$ cat src/rtl/msgf_pkg.sv
// Shared widths and result flag layout for the missing sample gap filler.
`timescale 1ns / 1ps

package msgf_pkg;

  // Pending gap counter width and the run counter that also holds gap + 1
  localparam int GAP_W = 6;
  localparam int CNT_W = GAP_W + 1;

  // Result flags as carried on the master tuser bus, highest bit first
  typedef struct packed {
    logic run_last;
    logic overflow;
    logic still_missing;
  } out_user_t;

endpackage

$ cat src/rtl/missing_sample_gap_filler.sv
// Gap filler: holds, copies or linearly interpolates missing samples of a series.
//
//  channel  dir  tdata                tuser                                    tlast
//  s_*      in   sample               [0] missing                              series_last
//  m_*      out  value                [0] still_missing [1] overflow [2] run_last  series_end
//
// A valid sample with no pending gap goes straight to the output register.
// A held or copied run sends its results in turn. An interpolated gap of g
// samples runs a shift-subtract divider (one quotient bit a cycle), a slope
// sign fix, then g results from the step adder and the closing sample.
// Synchronous active-high reset clears the sequencer, the series state and
// the output valid. A stalled master side holds runs and input; division goes on.
`timescale 1ns / 1ps

module missing_sample_gap_filler
  import msgf_pkg::*;
#(
  parameter int SAMPLE_WIDTH = 16,
  parameter int MAX_GAP      = 63
) (
  input  logic                                  clk,
  input  logic                                  rst,
  input  logic                                  s_tvalid,
  output logic                                  s_tready,
  input  logic [((SAMPLE_WIDTH+7)/8)*8-1:0]     s_tdata,   // sample
  input  logic [0:0]                            s_tuser,   // missing
  input  logic                                  s_tlast,   // series_last
  output logic                                  m_tvalid,
  input  logic                                  m_tready,
  output logic [((SAMPLE_WIDTH+7)/8)*8-1:0]     m_tdata,   // value
  output logic [2:0]                            m_tuser,   // still_missing, overflow, run_last
  output logic                                  m_tlast    // series_end
);

  localparam int DATA_W = ((SAMPLE_WIDTH + 7) / 8) * 8;
  localparam int QW     = SAMPLE_WIDTH + 2;
  localparam int DCW    = $clog2(SAMPLE_WIDTH);

  localparam logic [1:0] ST_IDLE = 2'd0;
  localparam logic [1:0] ST_DIV  = 2'd1;
  localparam logic [1:0] ST_FIX  = 2'd2;
  localparam logic [1:0] ST_RUN  = 2'd3;

  // Sequencer and series state
  logic [1:0]                     state;
  logic signed [SAMPLE_WIDTH-1:0] last_good;
  logic                           have_good;
  logic [GAP_W-1:0]               gap_count;

  // Run control
  logic signed [SAMPLE_WIDTH-1:0] tail_val;
  logic                           tail_last;
  logic                           tail;
  logic                           interp;
  logic [CNT_W-1:0]               run_cnt;
  logic signed [SAMPLE_WIDTH-1:0] fill_val;
  logic                           fill_sm;
  logic                           fill_ov;

  // Divider
  logic [SAMPLE_WIDTH-1:0]        dvd_q;
  logic [CNT_W-1:0]               rem;
  logic [CNT_W-1:0]               divisor;
  logic                           div_neg;
  logic [DCW-1:0]                 div_cnt;

  // Interpolation stepper: numerator = q * divisor + r, 0 <= r < divisor
  logic signed [QW-1:0]           q;
  logic signed [QW-1:0]           qd;
  logic [CNT_W-1:0]               r;
  logic [CNT_W-1:0]               rd;

  // Output register
  logic signed [SAMPLE_WIDTH-1:0] out_value;
  out_user_t                      out_user;
  logic                           out_last;

  logic                           acc;
  logic                           out_free;
  logic signed [SAMPLE_WIDTH-1:0] in_sample;
  logic                           in_miss;
  logic                           in_last;
  logic signed [SAMPLE_WIDTH:0]   delta;
  logic [SAMPLE_WIDTH:0]          delta_abs;
  logic                           gap_full;
  logic signed [SAMPLE_WIDTH-1:0] hold_val;
  logic [CNT_W-1:0]               rem_sh;
  logic                           rem_ge;
  logic [CNT_W-1:0]               rem_new;
  logic                           rem_nz;
  logic signed [QW-1:0]           quot_ext;
  logic signed [QW-1:0]           q_sum;
  logic [CNT_W-1:0]               r_sum;
  logic                           r_wrap;
  logic signed [QW-1:0]           nq;
  logic [CNT_W-1:0]               nr;
  logic signed [QW-1:0]           step_q;
  logic signed [SAMPLE_WIDTH-1:0] step_val;
  logic [CNT_W-1:0]               gap_ext;

  // Handshake and input decode
  assign out_free  = !m_tvalid || m_tready;
  assign s_tready  = (state == ST_IDLE) && out_free;
  assign acc       = s_tvalid && s_tready;
  assign in_sample = $signed(s_tdata[SAMPLE_WIDTH-1:0]);
  assign in_miss   = s_tuser[0];
  assign in_last   = s_tlast;

  assign gap_ext   = {1'b0, gap_count};
  assign gap_full  = gap_count >= GAP_W'(MAX_GAP);
  assign hold_val  = have_good ? last_good : '0;

  // Slope numerator across the gap and its magnitude for the divider
  assign delta     = (SAMPLE_WIDTH+1)'(in_sample) - (SAMPLE_WIDTH+1)'(last_good);
  assign delta_abs = delta[SAMPLE_WIDTH] ? -delta : delta;

  // Shift-subtract divider step
  assign rem_sh  = {rem[CNT_W-2:0], dvd_q[SAMPLE_WIDTH-1]};
  assign rem_ge  = rem_sh >= divisor;
  assign rem_new = rem_ge ? rem_sh - divisor : rem_sh;

  // Floor quotient and remainder of the slope
  assign rem_nz   = rem != '0;
  assign quot_ext = $signed({2'b00, dvd_q});

  // Stepper: add slope, fold remainder once, round toward zero on output
  assign q_sum    = q + qd;
  assign r_sum    = r + rd;
  assign r_wrap   = r_sum >= divisor;
  assign nr       = r_wrap ? r_sum - divisor : r_sum;
  assign nq       = q_sum + QW'(r_wrap);
  assign step_q   = nq + QW'(nq[QW-1] && (nr != '0));
  assign step_val = step_q[SAMPLE_WIDTH-1:0];

  // Ports
  assign m_tdata = DATA_W'($unsigned(out_value));
  assign m_tuser = out_user;
  assign m_tlast = out_last;

  // Sequencer, series state and output register
  always_ff @(posedge clk) begin
    if (rst) begin
      state     <= ST_IDLE;
      last_good <= '0;
      have_good <= 1'b0;
      gap_count <= '0;
      m_tvalid  <= 1'b0;
    end else begin
      if (m_tvalid && m_tready) begin
        m_tvalid <= 1'b0;
      end
      unique case (state)
        ST_IDLE: begin
          if (acc) begin
            tail_val  <= in_sample;
            tail_last <= in_last;
            if (!in_miss) begin
              last_good <= in_sample;
              have_good <= 1'b1;
              gap_count <= '0;
              if (gap_count == '0) begin
                out_value <= in_sample;
                out_user  <= '{run_last: 1'b1, overflow: 1'b0, still_missing: 1'b0};
                out_last  <= in_last;
                m_tvalid  <= 1'b1;
              end else if (!have_good) begin
                // leading gap copies the first valid sample
                fill_val <= in_sample;
                fill_sm  <= 1'b0;
                fill_ov  <= 1'b0;
                run_cnt  <= gap_ext;
                tail     <= 1'b1;
                interp   <= 1'b0;
                state    <= ST_RUN;
              end else begin
                // inner gap: divide the slope by gap + 1 first
                divisor <= gap_ext + CNT_W'(1);
                dvd_q   <= delta_abs[SAMPLE_WIDTH-1:0];
                div_neg <= delta[SAMPLE_WIDTH];
                rem     <= '0;
                div_cnt <= DCW'(SAMPLE_WIDTH - 1);
                q       <= QW'(last_good);
                r       <= '0;
                run_cnt <= gap_ext;
                tail    <= 1'b1;
                interp  <= 1'b1;
                state   <= ST_DIV;
              end
            end else if (in_last || gap_full) begin
              // trailing or overflowing gap flushes held copies
              fill_val  <= hold_val;
              fill_sm   <= !have_good;
              fill_ov   <= !in_last;
              run_cnt   <= gap_ext + CNT_W'(1);
              tail      <= 1'b0;
              interp    <= 1'b0;
              gap_count <= '0;
              state     <= ST_RUN;
            end else begin
              gap_count <= gap_count + GAP_W'(1);
            end
            // series end returns the series state to its reset value
            if (in_last) begin
              last_good <= '0;
              have_good <= 1'b0;
              gap_count <= '0;
            end
          end
        end
        ST_DIV: begin
          dvd_q <= {dvd_q[SAMPLE_WIDTH-2:0], rem_ge};
          rem   <= rem_new;
          if (div_cnt == '0) begin
            state <= ST_FIX;
          end else begin
            div_cnt <= div_cnt - DCW'(1);
          end
        end
        ST_FIX: begin
          qd    <= div_neg ? -quot_ext - QW'(rem_nz) : quot_ext;
          rd    <= (div_neg && rem_nz) ? divisor - rem : rem;
          state <= ST_RUN;
        end
        ST_RUN: begin
          if (out_free) begin
            m_tvalid <= 1'b1;
            if (run_cnt != '0) begin
              out_value <= interp ? step_val : fill_val;
              out_user  <= '{run_last: (run_cnt == CNT_W'(1)) && !tail,
                             overflow: !interp && fill_ov,
                             still_missing: !interp && fill_sm};
              out_last  <= (run_cnt == CNT_W'(1)) && !tail && tail_last;
              run_cnt   <= run_cnt - CNT_W'(1);
              if (interp) begin
                q <= nq;
                r <= nr;
              end
              if ((run_cnt == CNT_W'(1)) && !tail) begin
                state <= ST_IDLE;
              end
            end else begin
              // the valid sample that closed the gap
              out_value <= tail_val;
              out_user  <= '{run_last: 1'b1, overflow: 1'b0, still_missing: 1'b0};
              out_last  <= tail_last;
              state     <= ST_IDLE;
            end
          end
        end
        default: state <= ST_IDLE;
      endcase
    end
  end

`ifndef SYNTHESIS
  // Pending gap never grows past the limit
  a_gap_bound: assert property (@(posedge clk) disable iff (rst)
    gap_count <= GAP_W'(MAX_GAP))
    else $error("gap count above limit");

  // A plain missing sample only counts, it starts no run
  a_miss_quiet: assert property (@(posedge clk) disable iff (rst)
    acc && in_miss && !in_last && !gap_full |=> state == ST_IDLE)
    else $error("missing sample left idle");

  // An empty fill count in a run means the closing sample is still due
  a_run_tail: assert property (@(posedge clk) disable iff (rst)
    state == ST_RUN && run_cnt == '0 |-> tail)
    else $error("run with nothing left to send");

  // Series end clears the series state
  a_series_clear: assert property (@(posedge clk) disable iff (rst)
    acc && in_last |=> !have_good && gap_count == '0)
    else $error("series state not cleared at series end");
`endif

endmodule
$ cat config.mk
export PLATFORM = sky130hd
export DESIGN_NAME = missing_sample_gap_filler
export DESIGN_NICKNAME = d
export VERILOG_FILES = /design/src/rtl/msgf_pkg.sv /design/src/rtl/missing_sample_gap_filler.sv
export SDC_FILE = /design/constraint.sdc
export NUM_CORES = 1
export LEC_CHECK = 0
export ABC_AREA = 1
export BUFFER_PORTS_ARGS = -buffer_cell sky130_fd_sc_hd__buf_4
export CELL_PAD_IN_SITES_DETAIL_PLACEMENT = 1
export CELL_PAD_IN_SITES_GLOBAL_PLACEMENT = 1
export CORE_AREA = 10 10 176 178
export DETAILED_ROUTE_END_ITERATION = 8
export DIE_AREA = 0 0 186 188
export HOLD_SLACK_MARGIN = 0.15
export PLACE_DENSITY_LB_ADDON = 0.05
export SLEW_MARGIN = 10
export SYNTH_ARGS = -nofsm -noshare
export SYNTH_HDL_FRONTEND = slang
export SYNTH_SLANG_ARGS = --single-unit
export TNS_END_PERCENT = 50
$ cat constraint.sdc
create_clock -name clk -period 16.4 [get_ports clk]
set_input_delay 3.28 -clock clk [delete_from_list [all_inputs] [get_ports clk]]
set_output_delay 3.28 -clock clk [all_outputs]
set_load 0.1 [all_outputs]
---- Yosys cells after proc, flatten, opt, wreduce, memory -nomap -nowiden ----
Cells that the tools add are included.
word-level totals
  word-level logic and storage cells ...... 206
  bits of input ports ..................... 22
  output and inout port bits .............. 22
  flip-flop bits (word level) ............. 175
cells by class
  eq/ne operators ......................... 21
  reduce and logical (&&, ||, !) cells .... 37
  add/sub/neg operators ................... 15
  muxes and demuxes ....................... 99
  $lt $le $gt $ge ......................... 3
  bitwise operators ....................... 3
operators by type and width
  cell                  count
  $mux W16              19
  $mux W18              7
  $mux W7               16
  $pmux W16 S2          2
  $pmux W7 S2           3
  $pmux W18 S2          1
  $reduce_and A6 Y1     5
  $mux W1               24
  $ne A2 B2 Y1 const B  11
  $reduce_bool A7 Y1    3
  $sub A7 B7 Y7         3
  $mux W4               5
  $add A18 B1 Y18       1
  $add A18 B18 Y18      1
  $mux W2               9
  $mux W6               3
  $neg A16 Y18          1
  $sub A18 B1 Y18       1
  $sub A16 B16 Y17      1
  $add A16 B1 Y16       1
  $neg A16 Y16          1
  $mux W3               5
  $ge A7 B7 Y1          2
  $reduce_and A7 Y1     2
  other kinds (28)      51

---- Logic depth before layout (Yosys ltp) ----
  word-level depth ........................ 10
  depth in mapped cells ................... 44
  mapped depth without buffers ............ 43

---- Least setup slack after synthesis ----
No wires, ideal clock.
  kind .................................... input-to-reg
  start ................................... input port m_tready
  end ..................................... register q[0], enable pin
  required time ........................... 15.857 ns
  buffers on the path ..................... 1
  arrival ................................. 9.213 ns
  stages .................................. 9
  path slack .............................. 6.644 ns
  library setup time ...................... 0.543 ns
  path through ............................ nor2_1 nor2_1 nand2_1 buf_2 inv_1 nor2_1 inv_1 nand2_1 a2111oi_0
on the way
  word-level cells in the longest chain between the ends .. 5
  elaborated cells between the ends (all ways) .. 6
  those cells by class .................... eq/ne: 2; reduce/logical: 4
ends and longest elaborated chain
  what                         RTL line                          text
  from (decl)                  missing_sample_gap_filler.sv:29   input logic m_tready,
  $logic_or A1 B1 Y1           missing_sample_gap_filler.sv:102  assign out_free = !m_tvalid || m_tready;
  $logic_and A1 B1 Y1          missing_sample_gap_filler.sv:103  assign s_tready = (state == ST_IDLE) && out_free;
  via s_tready                 missing_sample_gap_filler.sv:24   output logic s_tready,
  $logic_and A1 B1 Y1          missing_sample_gap_filler.sv:104  assign acc = s_tvalid && s_tready;
  $ne A2 B2 Y1 (no line)       --
  $reduce_and A9 Y1 (no line)  --
  to (signal assigned)         missing_sample_gap_filler.sv:182  q <= QW'(last_good);
  to (signal assigned)         missing_sample_gap_filler.sv:235  q <= nq;
  to (decl)                    missing_sample_gap_filler.sv:68   logic signed [QW-1:0] q;
The timed path passes the listed nets, and every way through them passes these cells.
A chain may end at the register's enable or synchronous reset.

---- Worst setup path in the final report ----
  start ................................... input port m_tready
  end ..................................... output port s_tready
on the way
  word-level cells in the longest chain between the ends .. 2
ends and longest elaborated chain
  what                 RTL line
  $logic_or A1 B1 Y1   missing_sample_gap_filler.sv:102
  $logic_and A1 B1 Y1  missing_sample_gap_filler.sv:103
  to (decl)            missing_sample_gap_filler.sv:24
Every way passes these cells.

==> summary by stage <==
Global routing
Entering global routing, the biggest net connects 40 pins. The initial antenna violation count is 3. The first global-routing pass estimated 59.90 mm of wire. The global-route total usage across every layer is 0.2203. The aggregate global routing overflow is 0. The via count of the first global-routing pass is 10,830.

Synthesis
For this run, the number of Yosys warnings is 0. The part of the Yosys area used for sequential elements is 0.4083. Yosys mapped the design onto 52 distinct sky130hd cell types.

Counting flops with an async set or reset pin after synthesis yields a share of 0. The most instantiated library cell after synthesis is sky130_fd_sc_hd__nand2_1. Each instance of the synthesized netlist takes up on average 7.756 sq um. Yosys mapped a number of flops with a built-in enable equal to 149. The share of Yosys cell area claimed by the top area cell type is 0.3658.

After synthesis, the most frequently instantiated cells are sky130_fd_sc_hd__nand2_1 (441), sky130_fd_sc_hd__inv_1 (230), sky130_fd_sc_hd__edfxtp_1 (149). The cell accounting for the most synthesized area is sky130_fd_sc_hd__edfxtp_1. The synthesized netlist net count is 1,696. After synthesis the cells add up to 0.01223 sq mm. For this run, the leading register cell type out of synthesis is sky130_fd_sc_hd__edfxtp_1. The cell count after synthesis came out at 1,577.

In the post-synthesis netlist, the biggest area contributors are sky130_fd_sc_hd__edfxtp_1 (37%), sky130_fd_sc_hd__nand2_1 (14%), sky130_fd_sc_hd__ha_1 (9.2%). The synthesized design contains 175 register bits.

Place
The number of buffers added on ports is 43. The half-perimeter wire length after detailed placement is 29.68 mm. The congestion estimate from routability-driven global placement came to 0.8780.

CTS
The number of buffers added to fix hold violations after cts is 0. The CTS root buffer is sky130_fd_sc_hd__clkbuf_16. The total CTS buffers is 17. The number of resized instances in the post-cts repair step is 0. The post-CTS clock slew at the launch and capture registers of the worst setup and hold paths is 70 ps. The clock net in this run drives a total of 175 sinks. The CTS tree is yes. The H-tree generated during clock tree synthesis spans 4 levels. The clock latency on the worst-skew pair is 450 ps. The number of buffers between clock root and the deepest sink is 2. After clock tree synthesis, the setup repair step added 0 buffers.

Min path
In this run the worst hold path is classified as reg -> reg. The number of cells traversed by the worst hold path is 2. The endpoint of the worst hold path is last_good[4]. The start point of the worst hold path is last_good[4].

Detailed routing
The pre-antenna-repair detailed-routing pass consisted of 5 iterations. The number of violations reported at the end of detailed-routing iteration 0 is 583. The mean number of vias per cell is 5.389. The detailed-route wire length per cell is 19.08 microns. The total number of vias is 10,630. The post-detailed-route DRC marker count is 0.

Summed over all layers, the routed wires come to 37.64 mm. The number of nets with antenna violations after detailed routing is 0.

Worst setup path
The element type at the critical path start is an input pin. Of all nets on the critical path, the largest fanout is 3. The category of the worst setup path capture point is a primary output.

The number of buffer and inverter instances along the worst setup path is 2. On the worst path, the slowest cell contributes a delay of 240 ps. Data arrives at the worst endpoint at 3890 ps.

The internal reg-to-reg setup slack is 9920 ps. Data on the critical path is required at its endpoint by 13,120 ps. Measured in cells, the most critical reg-to-reg path has a length of 36.

The startpoint identified for the worst register-to-register timing path is r[0]. Traced cell by cell, the critical path runs through buf_4, nor2_1, nor2_1, buf_4. The slowest stage of the critical path is the sky130_fd_sc_hd__buf_4 cell. The reg-to-reg endpoint is m_tdata[9]. The kind of cell adding the most delay to the critical path is buffers and inverters. The category of the critical setup timing path is in -> out.

Floorplanning
The die covers 0.03497 sq mm. The vertical extent of the die is 188 microns. The starting density of the core is 0.4452. Pin placement for this block handled 44 I/O pins.

The floorplan has 61 rows. The die is 186 microns wide. The standard cell core area is 0.02748 sq mm.

Cells and area
The number of antenna diodes in the final layout is 0. The post-synthesis to final-layout area growth is 10.54%. The post-layout net count is 1,733. Of the cells placed in the final design, the portion with a size suffix greater than 1 is 0.08359.

Timing
In the final timing run, aggregate negative setup slack is 0 ps. In this run the tightest slew margin relative to its limit is 0.2626. Between clock sinks in the finished design, the worst skew comes to 12.78 ps. The number of hold violations in the final report came to 0. Setup violations remaining at the end of the flow were counted as 0.

The fmax is 0.1394 GHz. The max-slew violation count is 0. Setup repair after global routing left no endpoint under its margin.

The final critical-path share of the clock period is 0.4373. The worst hold slack across all endpoints is 467.1 ps. The final critical-path required period is 7172 ps.

For the pin with the worst max-slew slack, the measured transition is 1098 ps.

Run status
The flow ran to the end, and the final reports show no timing, DRC or antenna violations.

Pwr
The total power per unit cell area is 134.5 mW/mm^2. The maximum resistive drop on vdd is 0.08554 mV. In this run the static leakage power is 6.003 nW.

Flow run
The number of maximum-capacitance violations is 0.
==> worst max path at each step <==
stage / from / to / slack [ps] / cells past startpoint
6_report: m_tready / s_tready / 9230 / 4
3_3_place_gp: m_tready / s_tready / 9250 / 4
5_1_grt: m_tready / s_tready / 9180 / 4
4_1_cts: m_tready / s_tready / 9220 / 4
3_5_place_dp: m_tready / s_tready / 9230 / 4
2_1_floorplan: m_tready / q[0] / 6640 / 9
==> report_power, final <==
group | switching (mW) | internal, mW | leakage [nW]
Clock | 0.201 | 0.215 | 0.276
Combinational | 0.570 | 0.229 | 4.14
Sequential | 0.0343 | 0.569 | 1.58
Total | 0.806 | 1.01 | 6.00
==> flip-flops by register name (all words and copies together) (netlist names), 16 cells and up <==
| register | cells |
|---|---|
| dvd_q | 16 |
| fill_val | 16 |
| last_good | 16 |
| m_tdata | 16 |
| q | 18 |
| qd | 18 |
| tail_val | 16 |
==> cell families after synthesis <==
kind of cell / synth area share
DFF: 0.4083
and+or+nand+nor: 0.2621
adders and majority gates: 0.1035
AOI/OAI and AO/OA: 0.1118
buffers and inverters: 0.08490
xor gates and xnor gates: 0.02936
==> worst reg2reg max path: cells and delay by family (launching register included) <==
family / cells / cell delay [ps]
flops: 1 / 340
simple gates: 20 / 2520
fa+ha+maj: 5 / 1720
xor+xnor: 2 / 380
compound gates: 7 / 1140
buf+inv: 2 / 140
==> area by class of cell <==
type,count,area [sq um]
Sequential cell,175,4995
Clock inverter,15,156.4
Multi-Input combinational cell,1131,6223
Clock buffer,17,425.4
Tap cell,346,432.9
Inverter,235,882.1
Fill cell,3417,13960
Timing Repair Buffer,54,405.4
==> per-layer routing <==
| layer | global-route usage | vias up | wire [microns] |
|---|---|---|---|
| li1 | - | 5295 | - |
| met1 | 0.3127 | 5137 | 18540 |
| met2 | 0.3467 | 175 | 16980 |
| met3 | 0.02880 | 25 | 1630 |
| met4 | 0.05118 | 0 | 486 |
| met5 | 0 | - | 0 |
==> through the flow <==
step | setup WS [ps] | utilization | area [sq um] | std cells | power, mW
2_1_floorplan | 6644 | - | 12230 | 1577 | 1.183
3_3_place_gp | 9249 | 0.4709 | 12940 | 1941 | 1.384
4_1_cts | 9220 | 0.4921 | 13520 | 1973 | 1.826
5_1_grt | 9175 | 0.4921 | 13520 | 1973 | 1.940
6_report | 9228 | 0.4921 | 13520 | 1973 | 1.819
3_5_place_dp | 9226 | 0.4709 | 12940 | 1941 | 1.408
==> placed cells by master (no fill, tap or decap), types with 26 or more instances in the layout <==
master	netlist	routed
sky130_fd_sc_hd__o21ai_0	91	91
sky130_fd_sc_hd__ha_1	90	90
sky130_fd_sc_hd__buf_4	2	54
sky130_fd_sc_hd__nand2_1	441	441
sky130_fd_sc_hd__inv_1	230	230
sky130_fd_sc_hd__edfxtp_1	149	149
sky130_fd_sc_hd__a21oi_1	92	92
sky130_fd_sc_hd__nand3_1	100	100
sky130_fd_sc_hd__dfxtp_1	26	26
sky130_fd_sc_hd__nor2_1	124	121
Power figures use the tool's default switching activity.
